### src/rtl/core/msv_pkg.sv
// Shared types and constants for the Moebius sieve block.
// No dependencies; imported by the controller, the datapath and the top level.
`timescale 1ns / 1ps

package msv_pkg;

  // Operation codes carried in the request opcode field
  localparam logic OP_BUILD = 1'b0;
  localparam logic OP_QUERY = 1'b1;

  // Response status codes
  localparam logic ST_OK    = 1'b0;
  localparam logic ST_RANGE = 1'b1;

  // Response value for builds and failed queries
  localparam logic signed [1:0] MU_NONE = 2'sd0;

  // Commands from the controller to the datapath
  typedef struct packed {
    logic accept;       // take the request transaction
    logic q_rd;         // read the store at the request index
    logic init_step;    // write the starting value at the sweep index, advance it
    logic outer_start;  // load the outer index with two
    logic out_rd;       // read the store at the outer index
    logic out_skip;     // advance the outer index
    logic inner_start;  // latch the divisor entry, load the multiple with twice the index
    logic in_rd;        // read the store at the multiple
    logic in_wr;        // write back the updated multiple, step to the next one
    logic load_result;  // fill the response register
  } msv_cmd_t;

  // Status from the datapath to the controller
  typedef struct packed {
    logic req_query;  // incoming transaction is a query
    logic req_bad;    // incoming transaction is out of range
    logic j_eq_n;     // sweep index reached the size
    logic j_gt_n;     // multiple passed the size
    logic i_gt_n;     // outer index passed the size
    logic rd_zero;    // entry read back is zero
    logic slot_free;  // response register can take a new result
  } msv_stat_t;

endpackage

### src/rtl/core/msv_ctrl.sv
// Controller state machine for the Moebius sieve: sequences the build sweep,
// the sieve passes, queries and response hand-off. Depends on msv_pkg.
`timescale 1ns / 1ps

module msv_ctrl
  import msv_pkg::*;
(
  input  logic      clk,
  input  logic      rst,
  input  logic      req_valid,
  output logic      req_ready,
  input  msv_stat_t stat,
  output msv_cmd_t  cmd
);

  localparam logic [2:0] S_IDLE    = 3'd0;
  localparam logic [2:0] S_INIT    = 3'd1;
  localparam logic [2:0] S_OUT_RD  = 3'd2;
  localparam logic [2:0] S_OUT_CHK = 3'd3;
  localparam logic [2:0] S_IN_RD   = 3'd4;
  localparam logic [2:0] S_IN_WR   = 3'd5;
  localparam logic [2:0] S_RESP    = 3'd6;

  logic [2:0] state;
  logic [2:0] state_next;
  logic       accept;

  assign req_ready = (state == S_IDLE);
  assign accept    = req_valid && req_ready;

  // Next state and commands
  always_comb begin
    state_next = state;
    cmd        = '0;
    unique case (state)
      S_IDLE: begin
        if (accept) begin
          cmd.accept = 1'b1;
          if (stat.req_bad) begin
            state_next = S_RESP;
          end else if (stat.req_query) begin
            cmd.q_rd   = 1'b1;
            state_next = S_RESP;
          end else begin
            state_next = S_INIT;
          end
        end
      end
      S_INIT: begin
        cmd.init_step = 1'b1;
        if (stat.j_eq_n) begin
          cmd.outer_start = 1'b1;
          state_next      = S_OUT_RD;
        end
      end
      S_OUT_RD: begin
        if (stat.i_gt_n) begin
          state_next = S_RESP;
        end else begin
          cmd.out_rd = 1'b1;
          state_next = S_OUT_CHK;
        end
      end
      S_OUT_CHK: begin
        if (stat.rd_zero) begin
          cmd.out_skip = 1'b1;
          state_next   = S_OUT_RD;
        end else begin
          cmd.inner_start = 1'b1;
          state_next      = S_IN_RD;
        end
      end
      S_IN_RD: begin
        if (stat.j_gt_n) begin
          cmd.out_skip = 1'b1;
          state_next   = S_OUT_RD;
        end else begin
          cmd.in_rd  = 1'b1;
          state_next = S_IN_WR;
        end
      end
      S_IN_WR: begin
        cmd.in_wr  = 1'b1;
        state_next = S_IN_RD;
      end
      S_RESP: begin
        if (stat.slot_free) begin
          cmd.load_result = 1'b1;
          state_next      = S_IDLE;
        end
      end
      default: begin
        state_next = S_IDLE;
      end
    endcase
  end

  always_ff @(posedge clk) begin
    if (rst) begin
      state <= S_IDLE;
    end else begin
      state <= state_next;
    end
  end

endmodule

### config.mk
export PLATFORM = sky130hd
export DESIGN_NAME = msv_ctrl
export DESIGN_NICKNAME = d
export VERILOG_FILES = /design/src/rtl/core/msv_pkg.sv /design/src/rtl/core/msv_ctrl.sv
export SDC_FILE = /design/constraint.sdc
export NUM_CORES = 1
export LEC_CHECK = 0
export BUFFER_PORTS_ARGS = -buffer_cell sky130_fd_sc_hd__buf_4
export CORE_AREA = 2 2 39 41
export CTS_CLUSTER_SIZE = 30
export DETAILED_ROUTE_END_ITERATION = 10
export DIE_AREA = 0 0 41 43
export SYNTH_ARGS = -nofsm -noshare
export SYNTH_HDL_FRONTEND = slang
export SYNTH_SLANG_ARGS = --single-unit
export TNS_END_PERCENT = 20
### constraint.sdc
create_clock -name clk -period 1.5 [get_ports clk]
set_input_delay 0.15 -clock clk [delete_from_list [all_inputs] [get_ports clk]]
set_output_delay 0.15 -clock clk [all_outputs]
set_load 0.005 [all_outputs]
==> qor.yml <==
cpMostUsedCell: "buf_4"
intPower_mw: 0.554
grt_first_pass_wirelength_mm: 1.57
hold_viol_final: 0
hold_class: "in -> reg"
clk_pin_slew_ns: 0.04
sequentialPowerShare_pct: 22.2
slowest_delay_ns: 0.36
vias: 410
die-area_um2: 1760
drv_cap: 0
fmax_mhz: 704
largest_reg_flops: 3
cts_tree: "yes"
syn_to_final_growth_pct: 61.3
clk_latency_ns: 0.23
drt_iter0_markers: 11
tightest_slew_ns: 0.251
num_rows: 14
ir_drop_mv: 0.629
num_antenna_cells: 0
synth_seq_area_share_pct: 17.0
io_buffer_count: 20
r2r_setup_slack_ns: 0.26
holdWs_ns: 0.107
cts.sinks: 3
status: "completed"
yosysWarnings: 0
holdBufCountCts: 0
die_w_um: 41
startpoint_type: "flip-flop"
final_common_cell: "buf_4"
cts_buffer_depth: 2
core_area_um2: 1380
fin_area_um2: 569
p_leak_nw: 0.267
place_hpwl_um: 764
numCtsBuffers: 3
crit_type: "reg -> out"
critical_path.top_delay_family: "flip-flops"
placed_cell_area_um2: 537
drive_above_1_share_pct: 55.1
fin_util_pct: 41.1
critPathRequiredTime_ns: 1.35
swShare_pct: 39.6
cts_root_buf: "clkbuf_4"
wire_per_inst_um: 11.1
timing.setup.tns_ns: 0
totalPowerFinal_mw: 0.918
syn-num-nets: 53
p_switching_mw: 0.364
arrival_ns: 1.27
ys_types: 29
syn_inst: 43
grt_overflow_total: 0
nets: 80
critPathCaptureType: "primary output"
final_max_slew_viol_count: 0
path_cells: "buf_4 > and4b_1 > a31o_2 > buf_4"
pre_cts_ws_ns: 0.142
synth-seq-cells: 3
setup_viol: 0
drc_errors: 0
slowest_stage: "dfxtp_2"
worstPathMaxFanout: 7
placedCellCount: 81
post-route-period-util_pct: 94.7
gp_congestion: 0.731
fin_crit_ns: 1.42
wl_um: 947
htreeDepth: 1
setup_slack_ns: 0.0788
p_clk_share_pct: 15.0
vias_per_cell: 4.82
rsz0062_at_grt: "true"
ios: 21
first_global_vias: 401
finClkSkew_ns: 0.000100
antenna_found_initial: 0
track_usage_pct: 12.8
power.density_nw_per_um2: 1610
slew_headroom_pct: 83.0
regMostFlops: "state"
largestRegisters: "state (3)"
final-instance-count-excl-fill: 85
crit_buf_inv: 2
syn_area_per_cell_um2: 8.21
combPwrFrac_pct: 62.8
syn-cell-area_um2: 353
final_antenna_net_count: 0
drt-pass1-iter-count: 4
fp.dieH_um: 43
grt_max_degree: 12
start_util_pct: 25.5
## power by group through the flow
stage	registers, mW	logic [mW]	clock network, mW
after floorplan	0.141	0.396	0
after global placement	0.194	0.568	0
after detailed placement	0.195	0.575	0
after CTS	0.199	0.577	0.144
after global routing	0.211	0.643	0.159
final	0.203	0.576	0.138
## path summary, 6_finish.rpt
kind                                from  cells past startpoint       end
worst max-delay path            state[0]                      4    cmd[4]
worst min-delay path                 rst                      2  state[0]
worst max register to register  state[0]                      5  state[1]
worst min register to register  state[1]                      4  state[0]
## layer usage
metal | share of wire [%] | up-vias | routed length (µm) | track usage [%]
met2 | 45 | 18 | 426 | 19.7
met5 | 0 | - | 0 | 0
met3 | 8.0 | 0 | 76 | 4.71
li1 | - | 217 | - | -
met1 | 47 | 175 | 444 | 16.0
met4 | 0 | 0 | 0 | 4.00
## what timing repair did
item / 4_1_cts / 5_1_grt
setup buffers: 0 / 0
cloned: 0 / 0
endpoints found under the setup margin: 4 / 6
resized for setup: 1 / 3
## cell usage after synthesis
cell type  n  area (µm²)
a211oi_1   1        7.51
a21oi_1    3        15.0
a31o_2     1        8.76
and2_1     3        18.8
and3_1     3        18.8
and3b_1    1        8.76
and4b_1    1        10.0
buf_2      1        5.00
buf_4      1        7.51
buf_6      1        11.3
dfxtp_1    3        60.1
inv_1      1        3.75
mux2i_1    1        10.0
nand2_1    1        3.75
nand2b_1   2        12.5
nand3_1    1        5.00
nand3b_1   2        15.0
nor2_1     3        11.3
nor2b_1    2        12.5
nor3_2     1        10.0
nor3b_2    2        25.0
nor4_1     1        6.26
nor4_2     1        12.5
nor4b_1    1        8.76
o21ai_1    1        5.00
o221a_1    1        11.3
o22ai_2    1        12.5
o31a_1     1        8.76
o31ai_1    1        7.51
## final cells by class
class                           count  area, µm²
Fill cell                         150        815
Sequential cell                     3       63.8
Timing Repair Buffer               25        188
Clock buffer                        4       26.3
Multi-Input combinational cell     36        268
Tap cell                           16       20.0
Inverter                            1       3.75
## cell families after synthesis
family,share of synthesized area (%)
flip-flops,17.0
AND/OR/NAND/NOR,50.7
multiplexers,2.84
buffers and inverters,7.80
AO/OA/AOI/OAI,21.6
(Power assumes the default switching activity.)
